--- src/rtl/spmq_pkg.sv ---
package spmq_pkg;

  localparam int DEF_CAPACITY = 16;
  localparam int OCC_W        = 5;

  localparam logic MODE_ENQ = 1'b0;
  localparam logic MODE_DEQ = 1'b1;

  localparam logic [1:0] ST_ENQUEUED = 2'd0;
  localparam logic [1:0] ST_DEQUEUED = 2'd1;
  localparam logic [1:0] ST_EMPTY    = 2'd2;
  localparam logic [1:0] ST_FULL     = 2'd3;

  typedef struct packed {
    logic               mode;
    logic [15:0]        tag_in;
    logic [7:0]         age_in;
    logic signed [15:0] priority_in;
  } in_t;

  typedef struct packed {
    logic [1:0]         status;
    logic [15:0]        tag_out;
    logic [7:0]         age_out;
    logic signed [15:0] priority_out;
    logic [OCC_W-1:0]   occupancy;
  } out_t;

  typedef struct packed {
    logic [15:0]        tag;
    logic [7:0]         age;
    logic signed [15:0] prio;
  } entry_t;

  // broadcast from the queue control to every cell
  typedef struct packed {
    logic   ins;
    logic   del;
    entry_t ent;
  } cell_ctl_t;

endpackage

--- src/rtl/spmq_cell.sv ---
module spmq_cell (
  input  logic               clk,
  input  spmq_pkg::cell_ctl_t ctl,
  input  logic               valid,
  input  logic               left_gb,
  input  spmq_pkg::entry_t   left_ent,
  input  spmq_pkg::entry_t   right_ent,
  output logic               gb,
  output spmq_pkg::entry_t   ent
);
  import spmq_pkg::*;

  entry_t ent_r;
  entry_t ent_nxt;

  // new entry goes ahead of this one: empty slot or strictly higher priority
  assign gb  = !valid || (ctl.ent.prio > ent_r.prio);
  assign ent = ent_r;

  always_comb begin
    ent_nxt = ent_r;
    if (ctl.ins && gb) begin
      ent_nxt = left_gb ? left_ent : ctl.ent;
    end else if (ctl.del) begin
      ent_nxt = right_ent;
    end
  end

  always_ff @(posedge clk) begin
    ent_r <= ent_nxt;
  end

endmodule

--- src/rtl/stable_max_priority_queue.sv ---
// channel  | ports                    | handshake
// ---------+--------------------------+-----------------------------------------
// input    | start, busy, in_item     | item taken on clk edge with start & !busy
// result   | out_strobe, out_item     | one cycle per result, no back-pressure
//
// the edge that takes an item loads the command register; in the cycle after,
// the cell row updates and the result is registered
// busy is high for a single cycle in between, so a new start can
// be taken in the same cycle the previous result is on out_item
// rst_n (synchronous) empties the queue; cell contents are not cleared
// the receiver cannot stall; every item gives exactly one result
module stable_max_priority_queue #(
  parameter int CAPACITY = spmq_pkg::DEF_CAPACITY
) (
  input  logic           clk,
  input  logic           rst_n,
  input  logic           start,
  output logic           busy,
  input  spmq_pkg::in_t  in_item,
  output logic           out_strobe,
  output spmq_pkg::out_t out_item
);
  import spmq_pkg::*;

  localparam int CW = $clog2(CAPACITY + 1);

  // command register
  logic pend_r;
  in_t  cmd_r;

  // entry count, broadcast to the cells as per-slot valid
  logic [CW-1:0] cnt_r;
  logic [CW-1:0] cnt_nxt;

  // result register
  logic out_strobe_r;
  out_t out_r;
  out_t out_nxt;

  cell_ctl_t ctl;

  // row of cells, kept sorted by priority descending, arrival order on ties,
  // so the head cell always holds the entry to dequeue
  logic   [CAPACITY-1:0] gb;
  entry_t                cell_ent [CAPACITY];

  logic [CW+OCC_W-1:0] occ_wide;

  assign busy       = pend_r;
  assign out_strobe = out_strobe_r;
  assign out_item   = out_r;

  always_comb begin
    cnt_nxt         = cnt_r;
    ctl.ins         = 1'b0;
    ctl.del         = 1'b0;
    ctl.ent.tag     = cmd_r.tag_in;
    ctl.ent.age     = cmd_r.age_in;
    ctl.ent.prio    = cmd_r.priority_in;
    out_nxt         = '0;
    if (cmd_r.mode == MODE_ENQ) begin
      if (cnt_r >= CW'(CAPACITY)) begin
        out_nxt.status = ST_FULL;
      end else begin
        ctl.ins        = pend_r;
        cnt_nxt        = cnt_r + 1'b1;
        out_nxt.status = ST_ENQUEUED;
      end
    end else begin
      if (cnt_r == '0) begin
        out_nxt.status = ST_EMPTY;
      end else begin
        ctl.del              = pend_r;
        cnt_nxt              = cnt_r - 1'b1;
        out_nxt.status       = ST_DEQUEUED;
        out_nxt.tag_out      = cell_ent[0].tag;
        out_nxt.age_out      = cell_ent[0].age;
        out_nxt.priority_out = cell_ent[0].prio;
      end
    end
    // occupancy is the count masked to the field width
    occ_wide          = (CW + OCC_W)'(cnt_nxt);
    out_nxt.occupancy = occ_wide[OCC_W-1:0];
  end

  generate
    for (genvar i = 0; i < CAPACITY; i++) begin : g_cell
      logic   lgb;
      entry_t lent;
      entry_t rent;
      if (i == 0) begin : g_head
        assign lgb  = 1'b0;
        assign lent = cell_ent[0];
      end else begin : g_mid
        assign lgb  = gb[i-1];
        assign lent = cell_ent[i-1];
      end
      if (i == CAPACITY - 1) begin : g_tail
        assign rent = cell_ent[i];
      end else begin : g_body
        assign rent = cell_ent[i+1];
      end
      spmq_cell u_cell (
        .clk       (clk),
        .ctl       (ctl),
        .valid     (CW'(i) < cnt_r),
        .left_gb   (lgb),
        .left_ent  (lent),
        .right_ent (rent),
        .gb        (gb[i]),
        .ent       (cell_ent[i])
      );
    end
  endgenerate

  always_ff @(posedge clk) begin
    if (!rst_n) begin
      pend_r       <= 1'b0;
      cnt_r        <= '0;
      out_strobe_r <= 1'b0;
    end else begin
      out_strobe_r <= pend_r;
      if (pend_r) begin
        pend_r <= 1'b0;
        cnt_r  <= cnt_nxt;
      end else if (start) begin
        pend_r <= 1'b1;
      end
    end
  end

  // payload registers
  always_ff @(posedge clk) begin
    if (start && !pend_r) begin
      cmd_r <= in_item;
    end
    if (pend_r) begin
      out_r <= out_nxt;
    end
  end

endmodule

--- config.mk ---
export PLATFORM = sky130hd
export DESIGN_NAME = stable_max_priority_queue
export DESIGN_NICKNAME = d
export VERILOG_FILES = /design/src/rtl/spmq_pkg.sv /design/src/rtl/spmq_cell.sv /design/src/rtl/stable_max_priority_queue.sv
export SDC_FILE = /design/constraint.sdc
export NUM_CORES = 2
export LEC_CHECK = 0
export ABC_AREA = 1
export BUFFER_PORTS_ARGS = -buffer_cell sky130_fd_sc_hd__buf_2
export CAP_MARGIN = 20
export CORE_MARGIN = 2
export CORE_UTILIZATION = 40
export CTS_CLUSTER_DIAMETER = 200
export DETAILED_ROUTE_END_ITERATION = 10
export PLACE_DENSITY = 0.55
export SYNTH_ARGS = -nofsm -noshare
export SYNTH_HDL_FRONTEND = slang
export SYNTH_SLANG_ARGS = --single-unit
--- constraint.sdc ---
create_clock -name clk -period 5.11 [get_ports clk]
set_input_delay 0.511 -clock clk [delete_from_list [all_inputs] [get_ports clk]]
set_output_delay 0.511 -clock clk [all_outputs]
set_load 0.01 [all_outputs]
Word-level counts from Yosys, hierarchy flattened
Index checks and enable logic that the tools add are counted.

storage, ports and cells
  register bits = 735
  input bits = 44
  output and inout port bits = 49
  logic and storage cells = 221

cells by class
  $add $sub $neg = 2
  order comparisons = 33
  muxes and demuxes = 56
  bitwise operators = 2
  reduce and logical (&&, ||, !) cells = 68

operators by type and width
  cell                                               count
  two-way mux 40 bit                                 45
  greater-than comparator 16 bit                     16
  < comparator 4 x 5 -> 1 bit, first input constant  8
  nonzero test 2 bit                                 15
  < comparator 3 x 5 -> 1 bit, first input constant  4
  logical AND 1 bit                                  17
  zero test 1 bit                                    17
  logical OR 1 bit                                   16
  two-way mux 5 bit                                  3
  < comparator 1 x 5 -> 1 bit, first input constant  2
  < comparator 2 x 5 -> 1 bit, first input constant  2
  two-way mux 2 bit                                  3
  adder 5 x 1 -> 5 bit, second input constant        1
  >= comparator 5 bit, second input constant         1
  zero test 5 bit                                    1
  two-way mux 1 bit                                  5
  subtractor 5 x 1 -> 5 bit, second input constant   1
  OR reduction 2 bit                                 2
  inverter 1 bit                                     2

Depth between registers and ports, before layout
  word-level depth = 5
  mapped depth = 21
  depth with buffers taken out = 19

Modules after synthesis
A second synthesis with hierarchy kept.

second synthesis, totals
  cell total of the unflattened synthesis = 5043
  area, all modules = 47516.8 sq um

by module, submodules not included
  module                     times used  cells each  area each (sq um)  sequential area each (sq um)
  spmq_cell                  16          297         2737.6             1201.2
  stable_max_priority_queue  1           291         3714.8             2782.7

Least setup slack after synthesis
OpenSTA, ideal clock, no wires.

  path type = register to register
  from = register pend_r, in the netlist busy
  to = register g_cell[7].u_cell.ent_r, in the netlist g_cell[7].u_cell.ent[0], enable pin
  arrival time = 3.975 ns
  slack = 0.738 ns
  cell stages (with the launch flop) = 6
  path through = dfxtp_1 -> nand2_2 -> inv_2 -> nand2_1 -> buf_2 -> nand2_1

between the ends
  word-level cells in the longest chain between the ends = 4
  elaborated cells on any way between the ends = 6

RTL lines
  element                                  line                              RTL
  start, declared                          stable_max_priority_queue.sv:28   logic pend_r;
  start signal, assigned                   stable_max_priority_queue.sv:118  pend_r <= 1'b0;
  start signal, assigned                   stable_max_priority_queue.sv:124  pend_r <= 1'b0;
  start signal, assigned                   stable_max_priority_queue.sv:127  pend_r <= 1'b1;
  two-way mux 1 bit                        stable_max_priority_queue.sv:62   if (cnt_r >= CW'(CAPACITY)) begin
  two-way mux 1 bit                        stable_max_priority_queue.sv:61   if (cmd_r.mode == MODE_ENQ) begin
  logical AND 1 bit                        spmq_cell.sv:22                   if (ctl.ins && gb) begin
  nonzero test 2 bit (no source line) (*)  -
  end signal, assigned                     spmq_cell.sv:30                   ent_r <= ent_nxt;
  end, declared                            spmq_cell.sv:13                   entry_t ent_r;

Every way passes the cells marked *; elsewhere a longest branch is shown, timed or not.
A chain may end at the register's enable or synchronous reset.

Worst setup path after layout
  from = register cmd_r[15] in the netlist's numbering
  to = register g_cell[12].u_cell.ent_r, in the netlist g_cell[12].u_cell.ent[26], enable pin

between the ends
  word-level cells in the longest chain between the ends = 4

RTL lines
  element                              line                              RTL
  start, declared                      stable_max_priority_queue.sv:29   in_t cmd_r;
  start signal, assigned               stable_max_priority_queue.sv:135  cmd_r <= in_item;
  greater-than comparator 16 bit       spmq_cell.sv:17                   assign gb = !valid || (ctl.ent.prio > ent_r.prio);
  logical OR 1 bit                     spmq_cell.sv:17
  logical AND 1 bit                    spmq_cell.sv:22
  nonzero test 2 bit (no source line)  -
  end signal, assigned                 spmq_cell.sv:30
  end, declared                        spmq_cell.sv:13

Every way passes these cells.

==> flow_metrics.env <==
export IMPL_run_status="complete, no violations"
export IMPL_synth_most_common_cell="nand2_1"
export IMPL_cp_start_kind="register"
export IMPL_port_buffers=92
export IMPL_fin_util=0.448
export IMPL_clock_skew_ns=0.0299
export IMPL_ys_warn_count=0
export IMPL_synth_seq_cells=735
export IMPL_endpoint_kind="register"
export IMPL_synth_top_area_frac=0.481
export IMPL_clock_latency_ns=0.69
export IMPL_hp_class="input port to register"
export IMPL_fmax_mhz=239
export IMPL_drv_cap=0
export IMPL_antenna_found_initial=1
export IMPL_drc=0
export IMPL_final_hold_viol_count=0
export IMPL_grt_pass1_wl_um=204000
export IMPL_whs_ns=0.0623
export IMPL_die_area_mm2=0.116
export IMPL_fin_crit_ns=4.19
export IMPL_crit_type="register to register"
export IMPL_dieWidth_um=341
export IMPL_vias=36711
export IMPL_cts_buffers=89
export IMPL_worstPathMaxFanout=41
export IMPL_total_power_mw=15.1
export IMPL_fin_tns_setup_ns=0
export IMPL_dp_slack_ns=0.891
export IMPL_clkTransAtPathRegs_ns=0.06
export IMPL_leakage_nw=24.3
export IMPL_grt_setup_unrepaired="false"
export IMPL_worst_slew_pin_slew_ns=1.05
export IMPL_post_route_period_util=0.820
export IMPL_synth_ff_type="edfxtp_1"
export IMPL_syn_inst=5816
export IMPL_grtUsageTotal=0.220
export IMPL_setup_violations=0
export IMPL_wl_um=129000
export IMPL_area_growth_pct=10.9
export IMPL_synth_edf_count=728
export IMPL_gp_congestion=0.867
export IMPL_post_cts_buffers=0
export IMPL_vdd_drop_max_mv=0.232
export IMPL_start_util=0.404
export IMPL_io_pins=93
export IMPL_overflow=0
export IMPL_final_nets=6108
export IMPL_n_antenna_cell=0
export IMPL_crit_required_ns=5.31
export IMPL_ys_types=37
export IMPL_clock_root_buffer="clkbuf_16"
export IMPL_viasPerCell=4.97
export IMPL_synthArstFlopShare=0
export IMPL_yosys_top_cells_count="nand2_1 (2660), nand3_1 (877), edfxtp_1 (728)"
export IMPL_slew_violations=0
export IMPL_drtIter0Drc=3163
export IMPL_ant_nets=0
export IMPL_cts_resized=0
export IMPL_dr_pass1_iters=7
export IMPL_dp_hpwl_um=97700
export IMPL_cts_sinks=735
export IMPL_chipHeight_um=341
export IMPL_wl_per_cell_um=17.5
export IMPL_placeableCoreArea_mm2=0.112
export IMPL_grt_max_degree=81
export IMPL_slew_headroom=0.303
export IMPL_ys_seq_area_frac=0.484
export IMPL_syn_cell_area_mm2=0.0454
export IMPL_cts_buffer_depth=3
export IMPL_synth_area_top_cells="edfxtp_1 (48%), nand2_1 (22%), nand3_1 (9.7%)"
export IMPL_drive_above_1_share=0.0742
export IMPL_power_density_mw_per_mm2=300
export IMPL_cts_max_level=3
export IMPL_finalWorstSetupSlack_ns=0.918
export IMPL_grt_pass1_vias=35134
export IMPL_fill_cells=11356
export IMPL_reg2reg_slack_ns=0.92
export IMPL_cts_tree="yes"
export IMPL_placementRows=123
export IMPL_synth_largest_area_cell="edfxtp_1"
export IMPL_avgSynthCellArea_um2=7.81
export IMPL_syn_num_nets=6103
export IMPL_crit_arrival_ns=4.39
-- area by class of cell --
type	count	area, um^2	area share
clock buffer	106	2340	0.0465
timing repair buffer	243	1750	0.0347
clock inverter	51	457	0.00907
sequential	735	22000	0.437
multi-input combinational	4191	19800	0.394
tap	1500	1880	0.0373
inverter	561	2110	0.0418
-- logic make-up (layout without fill, tap and decap cells) --
logic type,count (synthesis),after routing,share of synthesized area
DFF,735,735,0.484
adders and majority gates,243,243,0.0670
AOI/OAI and AO/OA,238,238,0.0317
and+or+nand+nor,3708,3708,0.334
xor gates and xnor gates,2,2,0.000386
buffers and inverters,890,961,0.0821
-- state kept, by name, summed over array words and instances, names as in the netlist --
signal             flops
cnt_r                  5
busy                   1
out_item              47
out_strobe             1
cmd_r                 41
g_cell.u_cell.ent    640
-- cells in the final DEF (no fill, tap or decap), types with 3 or more instances in the layout --
cell	Yosys	layout
a21o_1	8	8
nand3_2	6	6
o21a_1	6	6
clkbuf_16	0	90
nand3b_1	5	5
bufinv_16	0	5
o21bai_1	3	3
nand2_2	17	26
dlygate4sd3_1	0	40
clkinv_8	0	3
a21oi_1	91	91
nor3_1	9	9
clkbuf_8	0	3
nor2_1	121	120
buf_4	32	108
ha_1	243	243
a21oi_4	1	6
clkbuf_1	101	13
buf_2	143	92
edfxtp_1	728	728
clkinv_1	17	39
o21ai_0	66	66
dfxtp_1	7	6
inv_1	526	526
nand4_1	8	8
nor4_2	3	3
clkinv_2	0	16
o21ai_2	39	42
o21ai_1	11	4
nand3_1	877	877
nand2_1	2660	2651
inv_2	18	18
o21ai_4	0	4
-- worst max-delay path, cell delays in order, from the launching register on --
cell and delay [ns]:
edfxtp_1 0.68, ha_1 0.53, nand2_1 0.11, nor3_1 0.41, nand2_1 0.13, nand2_1 0.08, nand2_1 0.06, nand3_2 0.32
a21oi_4 0.10, inv_2 0.52, nand2_2 0.75
-- stage by stage --
step | cell area (um^2) | std cells
after floorplan | 45400 | 5816
after global placement | 47100 | 7188
after detailed placement | 47100 | 7189
after CTS | 50300 | 7386
after global routing | 50300 | 7387
final | 50300 | 7387
-- routing by layer --
metal	vias to the layer above	global-route usage	wire, um
met1	16662	0.337	65200
met3	151	0.0280	7700
met2	1031	0.330	53900
met5	-	0	0
li1	18867	-	-
met4	0	0.0474	2420
-- path summary, 6_finish.rpt --
| check | from | endpoint | cells after the start |
|---|---|---|---|
| worst max register to register | cmd_r[15]$_DFFE_PP_ | g_cell[12].u_cell.ent[26]$_DFFE_PP_ | 10 |
| worst min-delay path | in_item[0] | cmd_r[0]$_DFFE_PP_ | 1 |
| worst min register to register | g_cell[15].u_cell.ent[27]$_DFFE_PP_ | g_cell[14].u_cell.ent[27]$_DFFE_PP_ | 2 |
| worst max-delay path | cmd_r[15]$_DFFE_PP_ | g_cell[12].u_cell.ent[26]$_DFFE_PP_ | 10 |
-- power by group --
group | internal [mW] | switching [mW] | total (mW)
Clock | 3.52 | 2.67 | 6.20
Combinational | 0.528 | 1.28 | 1.81
Sequential | 6.93 | 0.186 | 7.11
-- timing repair --
action | 4_1_cts | 5_1_grt
endpoints found under the hold margin | 40 | 0
endpoints found under the setup margin | 0 | 0
hold buffers | 40 | 0
Note: power is estimated with default switching activity, not from simulation.
